**config.mk**
```make
export PLATFORM = sky130hd
export DESIGN_NAME = sorted_unique_set_table
export DESIGN_NICKNAME = d
export VERILOG_FILES = /design/src/hw/rtl/sust_pkg.sv /design/src/hw/rtl/sust_ctrl.sv /design/src/hw/rtl/sust_dp.sv /design/src/hw/rtl/sorted_unique_set_table.sv
export VERILOG_INCLUDE_DIRS = /design/src /design/src/hw/rtl
export SDC_FILE = /design/constraint.sdc
export NUM_CORES = 1
export LEC_CHECK = 0
export BUFFER_PORTS_ARGS = -buffer_cell sky130_fd_sc_hd__clkbuf_2
export CAP_MARGIN = 0
export CORE_ASPECT_RATIO = 0.7
export CORE_MARGIN = 2
export CORE_UTILIZATION = 57
export CTS_CLUSTER_DIAMETER = 200
export CTS_CLUSTER_SIZE = 24
export DETAILED_ROUTE_END_ITERATION = 16
export PLACE_DENSITY = 0.76
export SYNTH_ARGS = -nofsm -noshare
export SYNTH_HDL_FRONTEND = slang
export SYNTH_SLANG_ARGS = --single-unit
```
**constraint.sdc**
```tcl
create_clock -name clock -period 6.76 [get_ports clock]
set_input_delay 0.676 -clock clock [delete_from_list [all_inputs] [get_ports clock]]
set_output_delay 0.676 -clock clock [all_outputs]
set_load 0.005 [all_outputs]
```
**src/hw/rtl/sorted_unique_set_table_defines.svh**
```systemverilog
// ----------------------------------------------------------------------------
// Sorted unique set table: assertion macros
// Shared concurrent assertion forms, clocked on clock and quiet in reset.
// ----------------------------------------------------------------------------
`ifndef SORTED_UNIQUE_SET_TABLE_DEFINES_SVH
`define SORTED_UNIQUE_SET_TABLE_DEFINES_SVH

// The property must hold in the same cycle as the trigger.
`define SUST_ASSERT_IMPLY(lbl, trig, prop) \
   lbl: assert property (@(posedge clock) disable iff (reset) (trig) |-> (prop)) \
      else $error("sorted set table: assertion failed");

// The property must hold in the cycle after the trigger.
`define SUST_ASSERT_NEXT(lbl, trig, prop) \
   lbl: assert property (@(posedge clock) disable iff (reset) (trig) |=> (prop)) \
      else $error("sorted set table: assertion failed");

`endif

```
**src/hw/rtl/sust_pkg.sv**
```systemverilog
// ----------------------------------------------------------------------------
// Sorted unique set table: package
// Field widths, operation and status codes, and the controller command type.
// ----------------------------------------------------------------------------
package sust_pkg;

   localparam int DEFAULT_CAPACITY = 8;
   localparam int FUNC_W           = 2;
   localparam int VALUE_W          = 32;
   localparam int STATUS_W         = 2;
   localparam int POSITION_W       = 3;
   localparam int COUNT_W          = 4;

   typedef logic signed [VALUE_W-1:0] value_type;

   typedef enum logic [FUNC_W-1:0] {
      FUNC_INSERT  = 2'd0,
      FUNC_REMOVE  = 2'd1,
      FUNC_REPLACE = 2'd2,
      FUNC_SEARCH  = 2'd3
   } func_type;

   typedef enum logic [STATUS_W-1:0] {
      ST_OK      = 2'd0,
      ST_PRESENT = 2'd1,
      ST_FULL    = 2'd2,
      ST_ABSENT  = 2'd3
   } status_type;

   // Commands from the controller to the datapath.
   typedef struct packed {
      logic capture;   // latch the request and compare it against the table
      logic commit;    // apply the update and load the result register
   } cmd_type;

endpackage

```
**src/hw/rtl/sust_ctrl.sv**
```systemverilog
// ----------------------------------------------------------------------------
// Sorted unique set table: controller
// Two-state sequencer: take a request, then commit it once the result
// register is free. Owns the handshake on both channels.
// ----------------------------------------------------------------------------
module sust_ctrl (
   input  logic              clock,
   input  logic              reset,
   input  logic              req_valid,
   output logic              req_stall,
   output logic              rsp_valid,
   input  logic              rsp_stall,
   output sust_pkg::cmd_type cmd
);
   import sust_pkg::*;

   typedef enum logic {
      S_IDLE,
      S_COMMIT
   } state_type;

   state_type state_ff, state_in;
   logic      rsp_valid_ff, rsp_valid_in;
   logic      out_free;

   // The result register can take a new item if empty or being drained now.
   assign out_free = !rsp_valid_ff || !rsp_stall;

   always_comb begin
      state_in     = state_ff;
      rsp_valid_in = rsp_valid_ff && rsp_stall;
      cmd.capture  = 1'b0;
      cmd.commit   = 1'b0;
      case (state_ff)
         S_IDLE: begin
            if (req_valid) begin
               cmd.capture = 1'b1;
               state_in    = S_COMMIT;
            end
         end
         S_COMMIT: begin
            if (out_free) begin
               cmd.commit   = 1'b1;
               rsp_valid_in = 1'b1;
               state_in     = S_IDLE;
            end
         end
         default: begin
            state_in = S_IDLE;
         end
      endcase
   end

   always_ff @(posedge clock) begin
      if (reset) begin
         state_ff     <= S_IDLE;
         rsp_valid_ff <= 1'b0;
      end else begin
         state_ff     <= state_in;
         rsp_valid_ff <= rsp_valid_in;
      end
   end

   assign req_stall = (state_ff != S_IDLE);
   assign rsp_valid = rsp_valid_ff;

endmodule

```
**src/hw/rtl/sust_dp.sv**
```systemverilog
// ----------------------------------------------------------------------------
// Sorted unique set table: datapath
// Holds the sorted entries and the count, compares a request against every
// entry at once, then shifts the cells to remove and/or insert in one step.
// ----------------------------------------------------------------------------
`include "sorted_unique_set_table_defines.svh"

module sust_dp #(
   parameter int CAPACITY = sust_pkg::DEFAULT_CAPACITY
) (
   input  logic                             clock,
   input  logic                             reset,
   input  sust_pkg::cmd_type                cmd,
   input  logic [sust_pkg::FUNC_W-1:0]      req_func,
   input  sust_pkg::value_type              req_value,
   input  sust_pkg::value_type              req_new_value,
   output logic [sust_pkg::STATUS_W-1:0]    rsp_status,
   output logic                             rsp_found,
   output logic [sust_pkg::POSITION_W-1:0]  rsp_position,
   output logic [sust_pkg::COUNT_W-1:0]     rsp_count
);
   import sust_pkg::*;

   localparam int CNT_W = $clog2(CAPACITY + 1);
   localparam int EXT_W = (CNT_W > COUNT_W) ? CNT_W : COUNT_W;

   // Table storage and compare results.
   value_type               entries_ff [CAPACITY];
   value_type               entries_in [CAPACITY];
   value_type               up_src     [CAPACITY];
   value_type               dn_src     [CAPACITY];
   logic [CNT_W-1:0]        count_ff, count_in;
   func_type                func_ff;
   value_type               key_ff;
   logic [CAPACITY-1:0]     key_match_ff, key_match_in;
   logic [CAPACITY-1:0]     new_match_ff, new_match_in;
   logic [CAPACITY-1:0]     lt_ff, lt_in;
   logic [CAPACITY:0]       lt_prev;
   value_type               ins_key;

   // Decision signals.
   logic                    key_hit, new_hit, full;
   logic                    do_ins, do_rem, hit_found;
   status_type              status;
   logic [CNT_W-1:0]        old_idx, bound_idx, rem_idx, ins_idx;
   logic                    rem_before_ins;
   logic [EXT_W-1:0]        pos_ext, cnt_ext;
   logic                    sorted_ok;

   // Result register.
   logic [STATUS_W-1:0]     rsp_status_ff;
   logic                    rsp_found_ff;
   logic [POSITION_W-1:0]   rsp_position_ff;
   logic [COUNT_W-1:0]      rsp_count_ff;

   // ---------------- compare stage ----------------
   assign ins_key = (func_type'(req_func) == FUNC_REPLACE) ? req_new_value : req_value;

   always_comb begin
      for (int i = 0; i < CAPACITY; i++) begin
         key_match_in[i] = (CNT_W'(i) < count_ff) && (entries_ff[i] == req_value);
         new_match_in[i] = (CNT_W'(i) < count_ff) && (entries_ff[i] == req_new_value);
         lt_in[i]        = (CNT_W'(i) < count_ff) && (entries_ff[i] < ins_key);
      end
   end

   always_ff @(posedge clock) begin
      if (cmd.capture) begin
         func_ff      <= func_type'(req_func);
         key_ff       <= ins_key;
         key_match_ff <= key_match_in;
         new_match_ff <= new_match_in;
         lt_ff        <= lt_in;
      end
   end

   // ---------------- decision stage ----------------
   assign key_hit = |key_match_ff;
   assign new_hit = |new_match_ff;
   assign full    = (count_ff == CNT_W'(CAPACITY));
   assign lt_prev = {lt_ff, 1'b1};

   // Values are distinct, so the match vector is one-hot or zero and the less-than
   // vector is a prefix; both encode by OR-ing cell indices.
   always_comb begin
      old_idx   = '0;
      bound_idx = lt_ff[CAPACITY-1] ? CNT_W'(CAPACITY) : '0;
      for (int i = 0; i < CAPACITY; i++) begin
         if (key_match_ff[i]) begin
            old_idx = old_idx | CNT_W'(i);
         end
         if (lt_prev[i] && !lt_ff[i]) begin
            bound_idx = bound_idx | CNT_W'(i);
         end
      end
   end

   always_comb begin
      status    = ST_OK;
      do_ins    = 1'b0;
      do_rem    = 1'b0;
      hit_found = 1'b0;
      case (func_ff)
         FUNC_INSERT: begin
            if (key_hit) begin
               status = ST_PRESENT;
            end else if (full) begin
               status = ST_FULL;
            end else begin
               do_ins = 1'b1;
            end
         end
         FUNC_REMOVE: begin
            if (key_hit) begin
               do_rem = 1'b1;
            end else begin
               status = ST_ABSENT;
            end
         end
         FUNC_REPLACE: begin
            if (new_hit) begin
               status = ST_PRESENT;
            end else if (key_hit) begin
               do_rem = 1'b1;
               do_ins = 1'b1;
            end else begin
               status = ST_ABSENT;
            end
         end
         FUNC_SEARCH: begin
            if (key_hit) begin
               hit_found = 1'b1;
            end else begin
               status = ST_ABSENT;
            end
         end
         default: begin
            status = ST_ABSENT;
         end
      endcase
   end

   // A plain insert acts as if the removed slot sat at the end; a plain
   // remove acts as if the insert slot sat at the end.
   assign rem_idx        = do_rem ? old_idx : count_ff;
   assign ins_idx        = do_ins ? bound_idx : count_ff;
   assign rem_before_ins = (rem_idx < ins_idx);

   always_comb begin
      count_in = count_ff;
      if (do_ins && !do_rem) begin
         count_in = count_ff + CNT_W'(1);
      end else if (do_rem && !do_ins) begin
         count_in = count_ff - CNT_W'(1);
      end
   end

   // ---------------- cell update ----------------
   for (genvar g = 0; g < CAPACITY; g++) begin : g_src
      if (g + 1 < CAPACITY) begin : g_up
         assign up_src[g] = entries_ff[g+1];
      end else begin : g_up_last
         assign up_src[g] = entries_ff[g];
      end
      if (g > 0) begin : g_dn
         assign dn_src[g] = entries_ff[g-1];
      end else begin : g_dn_first
         assign dn_src[g] = entries_ff[g];
      end
   end

   always_comb begin
      for (int i = 0; i < CAPACITY; i++) begin
         entries_in[i] = entries_ff[i];
         if (rem_before_ins) begin
            // Cells between the removed slot and the insert slot move down.
            if (CNT_W'(i) < rem_idx) begin
               entries_in[i] = entries_ff[i];
            end else if (CNT_W'(i + 1) < ins_idx) begin
               entries_in[i] = up_src[i];
            end else if ((CNT_W'(i + 1) == ins_idx) && do_ins) begin
               entries_in[i] = key_ff;
            end
         end else begin
            // Cells between the insert slot and the removed slot move up.
            if (CNT_W'(i) < ins_idx) begin
               entries_in[i] = entries_ff[i];
            end else if ((CNT_W'(i) == ins_idx) && do_ins) begin
               entries_in[i] = key_ff;
            end else if (CNT_W'(i) <= rem_idx) begin
               entries_in[i] = dn_src[i];
            end
         end
      end
   end

   always_ff @(posedge clock) begin
      if (cmd.commit && (do_ins || do_rem)) begin
         entries_ff <= entries_in;
      end
   end

   always_ff @(posedge clock) begin
      if (reset) begin
         count_ff <= '0;
      end else if (cmd.commit) begin
         count_ff <= count_in;
      end
   end

   // ---------------- result register ----------------
   assign pos_ext = hit_found ? EXT_W'(old_idx) : '0;
   assign cnt_ext = EXT_W'(count_in);

   always_ff @(posedge clock) begin
      if (cmd.commit) begin
         rsp_status_ff   <= status;
         rsp_found_ff    <= hit_found;
         rsp_position_ff <= pos_ext[POSITION_W-1:0];
         rsp_count_ff    <= cnt_ext[COUNT_W-1:0];
      end
   end

   assign rsp_status   = rsp_status_ff;
   assign rsp_found    = rsp_found_ff;
   assign rsp_position = rsp_position_ff;
   assign rsp_count    = rsp_count_ff;

   // ---------------- assertions ----------------
   always_comb begin
      sorted_ok = 1'b1;
      for (int i = 0; i + 1 < CAPACITY; i++) begin
         if ((CNT_W'(i + 1) < count_ff) && !(entries_ff[i] < entries_ff[i+1])) begin
            sorted_ok = 1'b0;
         end
      end
   end

   `SUST_ASSERT_IMPLY(a_live_sorted, 1'b1, sorted_ok)
   `SUST_ASSERT_IMPLY(a_count_bound, 1'b1, count_ff <= CNT_W'(CAPACITY))
   `SUST_ASSERT_IMPLY(a_key_unique, cmd.commit, $onehot0(key_match_ff))
   `SUST_ASSERT_NEXT(a_count_held, cmd.commit && !do_ins && !do_rem, $stable(count_ff))

endmodule

```
**src/hw/rtl/sorted_unique_set_table.sv**
```systemverilog
// ----------------------------------------------------------------------------
// Sorted unique set table
// Keeps up to CAPACITY distinct signed 32-bit values in ascending order and
// serves insert, remove, replace and search requests, one result per item.
//
// The request channel (req_) carries func, value and new_value; an item is
// taken when req_valid is high and req_stall is low. The result channel
// (rsp_) returns status, found, position and count under the same rule.
// In the cycle an item is taken, the value is compared against every entry
// in parallel and the compare results are registered; in the commit step the
// controller commits the shift of the table cells and loads the result
// register, and the result then shows on rsp_valid. The next item can be taken
// in the cycle the result shows; no new item is taken while one is in commit.
// If the receiver stalls, the result register holds its item and the next
// request waits in the commit step until that register frees up.
// Synchronous reset empties the set (count zero) and clears the result valid;
// entry storage is not cleared, since only entries below the count are used.
// ----------------------------------------------------------------------------
module sorted_unique_set_table #(
   parameter int CAPACITY = sust_pkg::DEFAULT_CAPACITY
) (
   input  logic                             clock,
   input  logic                             reset,
   input  logic                             req_valid,
   output logic                             req_stall,
   input  logic [sust_pkg::FUNC_W-1:0]      req_func,
   input  sust_pkg::value_type              req_value,
   input  sust_pkg::value_type              req_new_value,
   output logic                             rsp_valid,
   input  logic                             rsp_stall,
   output logic [sust_pkg::STATUS_W-1:0]    rsp_status,
   output logic                             rsp_found,
   output logic [sust_pkg::POSITION_W-1:0]  rsp_position,
   output logic [sust_pkg::COUNT_W-1:0]     rsp_count
);
   import sust_pkg::*;

   // Commands from the sequencer; the datapath reports nothing back, since
   // every decision about the table is local to it.
   cmd_type cmd;

   // The controller owns both handshakes and decides when an item is taken
   // and when its result may be committed.
   sust_ctrl u_ctrl (
      .clock     (clock),
      .reset     (reset),
      .req_valid (req_valid),
      .req_stall (req_stall),
      .rsp_valid (rsp_valid),
      .rsp_stall (rsp_stall),
      .cmd       (cmd)
   );

   // The datapath holds the table, the count and the result register.
   sust_dp #(
      .CAPACITY (CAPACITY)
   ) u_dp (
      .clock         (clock),
      .reset         (reset),
      .cmd           (cmd),
      .req_func      (req_func),
      .req_value     (req_value),
      .req_new_value (req_new_value),
      .rsp_status    (rsp_status),
      .rsp_found     (rsp_found),
      .rsp_position  (rsp_position),
      .rsp_count     (rsp_count)
   );

endmodule
```
==> flow_results.org <==
** Floorplanning
- Total core area :: 0.0467 mm²
- The die covers 0.0494 mm².
- Site row count :: 66
- Effective utilization at floorplan :: 58.0%
- Top-level I/O count :: 82
- The die is 186 µm tall.
- The die is 265 µm wide.

** Routing
- For this block, the routed nets add up to 140 mm of wire.
- Via count :: 25600
- The first detailed-routing pass took 7 iterations.
- DRC viols :: 0
- Post-DR vias/cell :: 7.88
- For this block, the initial DRC count from the detailed router was 5177.
- Routed Antenna Nets :: 0
- In the final routed layout, each cell accounts on average for 43.0 µm.

** Min path
- In this run the most critical hold path is launched from req_func[1].
- Worst min-delay path class :: in -> reg
- Destination of the worst hold path :: u_dp.func_ff[1]$_DFFE_PP_
- Cell depth of the worst min-delay path :: 1

** Synth
- In this run the cell area of the synthesized design comes to 0.0271 mm².
- Simple logic cell fraction of the synthesized area :: 10.2%
- The share of the Yosys chip area taken by registers is 36.3%.
- Synthesis produced a netlist with a net count of 2916.
- Warnings from Yosys :: 0
- Summing the areas of all xor and xnor instances in the mapped netlist gives 16.6% of the synthesized area.
- Share of the synthesized area in compound gates (AO/OA/AOI/OAI) :: 16.1%
- The number of different library cells used by synthesis comes to 75.
- The synthesized design contains 330 register bits.
- Top flip-flop cell by instance count after synthesis :: sky130_fd_sc_hd__edfxtp_1
- By area, the combinational part of the netlist is dominated by XOR/XNOR gates.
- Number of flops mapped to enable cells by yosys :: 324
- Counting every instance in the synthesized netlist gives 2587.
- In this run the mean area of a mapped cell was 10.5 µm².
- Measured against the total synthesized area, the mux share comes to 4.47%.
- After Yosys synthesis, full adders, half adders and majority gates account for 12.0% of the synthesized area.
- After synthesis, the share of flip-flops with an asynchronous set or reset is 0%.

** Timing
- At the pin with the least slew margin, the transition time is 1390 ps.
- The smallest clock period supported by the final layout is computed as 5500 ps.
- The final hold violation count was 0.
- Setup clock skew after layout :: 21.7 ps
- Endpoints failing setup :: 0
- In the finished design, the share of the clock period the worst path needs comes to 81.3%.
- Maximum clock rate :: 182 MHz
- Total negative setup slack :: 0 ps
- Unrepaired setup endpoints after global routing :: no
- The count of pins over their slew limit is 0.
- Worst slew margin relative to its limit :: 4.43%

** Worst setup path
- The critical path is of the reg -> reg type.
- Critical path fanouts, max :: 32
- Series of cell instances along the critical path :: clkinv_1, ha_1, nand3b_1, nand4_1, o21ai_2, mux2i_4, ha_1, a21oi_1, nand2_2, a221o_1, a21oi_4, buf_4
- Worst Path Arrival :: 5690 ps
- The slowest stage of the critical path belongs to the cell sky130_fd_sc_hd__a21oi_1.
- Together, buffers and inverters on the worst path number 2.
- The worst setup path is captured at a flop.
- CP required :: 6950 ps
- Across all register-to-register paths, the minimum setup slack is 1260 ps.
- Startpoint type of the worst setup path :: flop
- The number of cells on the worst reg-to-reg path is 12.
- For this run, the slowest stage of the critical path takes 660 ps.
- The cell that appears most often on the critical path is sky130_fd_sc_hd__ha_1.
- In this run the critical register-to-register path is captured at u_dp.dn_src[22]$_DFFE_PP_.
- The worst register-to-register path begins at u_dp.count_ff[0]$_SDFFE_PP0P_.
- Kind of cell with the highest combined delay on the critical path :: compound AO/OA/AOI/OAI gates

** Pwr
- For this design the total switching power over the nets is 1.99 mW.
- Relative contribution of combinational cells to total power :: 33.5%
- In this run the static leakage power is 11.0 nW.
- IR analysis of the VDD net gives a maximum drop of 0.184 mV.
- In this run switching power makes up 36.6% of total power.
- The clock network burns 21.8% of the power.
- Dividing total power by cell area gives a power density of 187 mW/mm².
- The internal power of the cells totals 3.45 mW.
- Registers are responsible for 44.8% of the overall power.

** Clocking
- Number of H-tree branching levels :: 1
- In this run, post-CTS repair resized a total of 0 instances.
- Clk Tree Root Cell :: sky130_fd_sc_hd__clkbuf_16
- Post-CTS clock slew at the launch and capture registers of the worst setup and hold paths :: 100 ps
- Number of sinks driven by the clock tree :: 330
- After clock tree synthesis, the flow added hold-fix buffers numbering 0.
- Clock tree synthesis inserted a total of 17 buffers.
- At the later pin of the worst-skew pair, clock insertion delay measures 560 ps.
- Worst-case clock buffer depth :: 3
- Postcts setup bufs :: 0
- TritonCTS built the clock tree.

** Finish
- Area growth from synthesis to layout :: 6.90%
- Nets@finish :: 2950
- Counting the fill cells in the layout gives 3779.
- At the end of the flow the core is filled with cells to 62.0%.
- Of the cells placed in the final design, the portion with a size suffix greater than 1 is 12.3%.

** Place
- The congestion estimate from routability-driven global placement came to 1.17.
- HPWL after detailed placement :: 105 mm
- Input and output buffers added on the ports amount to 81.

** Global route
- The total overflow left after global routing is 0.
- The first global-routing pass estimated 190 mm of wire.
- Global routing used 55.2% of the available tracks across all layers.
- The initial antenna violation count was 10.
- Pin count of the biggest net entering global routing :: 59
- Via count of the first global-routing pass :: 23600

** Run status
- Status :: finished, final reports clean

** Job
- The tool flagged a number of max-cap violations equal to 0.
worst max-delay path by stage:
stage	end	slack, ps	cells past startpoint	from
floorplan	u_dp.dn_src[64]$_DFFE_PP_	750	11	u_dp.new_match_ff[5]$_DFFE_PP_
global placement	u_dp.dn_src[14]$_DFFE_PP_	1510	11	u_dp.new_match_ff[5]$_DFFE_PP_
detailed placement	u_dp.dn_src[15]$_DFFE_PP_	1430	12	u_dp.count_ff[0]$_SDFFE_PP0P_
CTS	u_dp.dn_src[22]$_DFFE_PP_	1400	12	u_dp.count_ff[0]$_SDFFE_PP0P_
global route	u_dp.dn_src[22]$_DFFE_PP_	970	12	u_dp.count_ff[0]$_SDFFE_PP0P_
finish	u_dp.dn_src[22]$_DFFE_PP_	1260	12	u_dp.count_ff[0]$_SDFFE_PP0P_
synth_stat cells (3+ instances only):
master,number,share of area (%)
sky130_fd_sc_hd__xnor2_1,388,13
sky130_fd_sc_hd__edfxtp_1,324,36
sky130_fd_sc_hd__ha_1,259,12
sky130_fd_sc_hd__nand4_1,156,3.6
sky130_fd_sc_hd__inv_1,152,2.1
sky130_fd_sc_hd__xor2_1,126,4.1
sky130_fd_sc_hd__nor2_1,117,1.6
sky130_fd_sc_hd__a21oi_1,106,2.0
sky130_fd_sc_hd__a21o_1,102,2.8
sky130_fd_sc_hd__clkbuf_1,89,1.2
sky130_fd_sc_hd__o21ai_0,76,1.4
sky130_fd_sc_hd__mux2_2,64,2.7
sky130_fd_sc_hd__nand3_1,62,1.1
sky130_fd_sc_hd__nor4_1,62,1.4
sky130_fd_sc_hd__a221oi_2,40,2.2
sky130_fd_sc_hd__o22ai_1,37,0.85
sky130_fd_sc_hd__mux2i_1,36,1.3
sky130_fd_sc_hd__a22oi_1,33,0.91
sky130_fd_sc_hd__buf_2,33,0.61
sky130_fd_sc_hd__a221oi_1,32,1.0
sky130_fd_sc_hd__a22o_1,32,1.0
sky130_fd_sc_hd__nand2_1,31,0.43
sky130_fd_sc_hd__o221a_1,30,1.2
sky130_fd_sc_hd__nor2b_1,19,0.44
sky130_fd_sc_hd__a211oi_1,18,0.50
sky130_fd_sc_hd__o211ai_1,14,0.39
sky130_fd_sc_hd__nor3_1,12,0.22
sky130_fd_sc_hd__or4_1,11,0.30
sky130_fd_sc_hd__buf_1,10,0.14
sky130_fd_sc_hd__o21ai_1,10,0.18
sky130_fd_sc_hd__nand2b_1,9,0.21
sky130_fd_sc_hd__buf_4,7,0.19
sky130_fd_sc_hd__a211o_1,6,0.19
sky130_fd_sc_hd__dfxtp_1,6,0.44
sky130_fd_sc_hd__o21a_1,6,0.17
sky130_fd_sc_hd__and3_1,5,0.12
sky130_fd_sc_hd__mux2_1,5,0.21
sky130_fd_sc_hd__a221o_1,4,0.15
sky130_fd_sc_hd__and2_1,3,0.069
sky130_fd_sc_hd__o211a_1,3,0.11
sky130_fd_sc_hd__o311ai_0,3,0.097
sky130_fd_sc_hd__o41ai_1,3,0.097
state kept, by name, indices dropped and copies added, names as in the netlist:
signal / count
u_dp.new_match_ff: 8
u_dp.rsp_found: 1
u_dp.rsp_status: 2
u_dp.dn_src: 224
u_dp.count_ff: 4
u_dp.rsp_count: 4
u_ctrl.req_stall: 1
u_dp.entries_ff: 32
u_dp.lt_ff: 8
u_dp.rsp_position: 3
u_dp.key_ff: 32
u_dp.func_ff: 2
u_dp.key_match_ff: 8
u_ctrl.rsp_valid: 1
final cells by class:
class	instances	area, µm²	area share, %
Inverter	154	578	1.99
Sequential cell	330	9850	34.0
Tap cell	612	766	2.64
Multi-Input combinational cell	1964	16300	56.3
Timing Repair Buffer	154	978	3.38
Antenna cell	10	25.0	0.0863
Clock inverter	1	8.76	0.0302
Clock buffer	23	448	1.55
cells in the final DEF (no fill, tap or decap), types with 32 or more instances in the layout:
cell type / n
sky130_fd_sc_hd__xor2_1: 126
sky130_fd_sc_hd__a22oi_1: 33
sky130_fd_sc_hd__a221oi_1: 32
sky130_fd_sc_hd__a21o_1: 102
sky130_fd_sc_hd__clkbuf_2: 81
sky130_fd_sc_hd__o21ai_0: 75
sky130_fd_sc_hd__inv_1: 152
sky130_fd_sc_hd__a21oi_1: 97
sky130_fd_sc_hd__edfxtp_1: 324
sky130_fd_sc_hd__a22o_1: 32
sky130_fd_sc_hd__mux2_2: 64
sky130_fd_sc_hd__buf_4: 71
sky130_fd_sc_hd__nor4_1: 60
sky130_fd_sc_hd__nand3_1: 61
sky130_fd_sc_hd__ha_1: 259
sky130_fd_sc_hd__xnor2_1: 388
sky130_fd_sc_hd__a221oi_2: 40
sky130_fd_sc_hd__nor2_1: 116
sky130_fd_sc_hd__o22ai_1: 37
sky130_fd_sc_hd__nand4_1: 156
sky130_fd_sc_hd__mux2i_1: 35
power by group through the flow:
stage               Clock (mW)  Sequential (mW)  Combinational [mW]
floorplan                    0             2.44                1.08
global placement             0             2.47                1.61
detailed placement           0             2.47                1.68
CTS                       1.15             2.42                1.69
global route              1.21             2.43                1.85
finish                    1.18             2.43                1.82
routing by layer:
| metal | GRT usage (%) | wire length [µm] | vias to the layer above |
|---|---|---|---|
| li1 | - | - | 9852 |
| met1 | 73.8 | 51300 | 12200 |
| met2 | 73.0 | 51700 | 2877 |
| met3 | 29.4 | 27100 | 620 |
| met4 | 24.5 | 9310 | 4 |
| met5 | 1.25 | 82 | - |
per-stage QoR:
| step | power [mW] | cells | hold WS [ps] | area, µm² | setup WS, ps |
|---|---|---|---|---|---|
| global route | 5.49 | 3239 | 327 | 29000 | 968 |
| floorplan | 3.53 | 2587 | 506 | 27100 | 748 |
| global placement | 4.08 | 3214 | 502 | 28500 | 1510 |
| CTS | 5.27 | 3238 | 314 | 29000 | 1400 |
| finish | 5.43 | 3248 | 313 | 29000 | 1260 |
| detailed placement | 4.15 | 3214 | 517 | 28500 | 1430 |
kinds of logic after synthesis:
group           count (synthesis)
simple gates                  507
compound gates                575
buf+inv                       293
fa+ha+maj                     259
flops                         330
mux                           109
xor+xnor                      514
No activity file was read; power rests on OpenSTA's default activity.
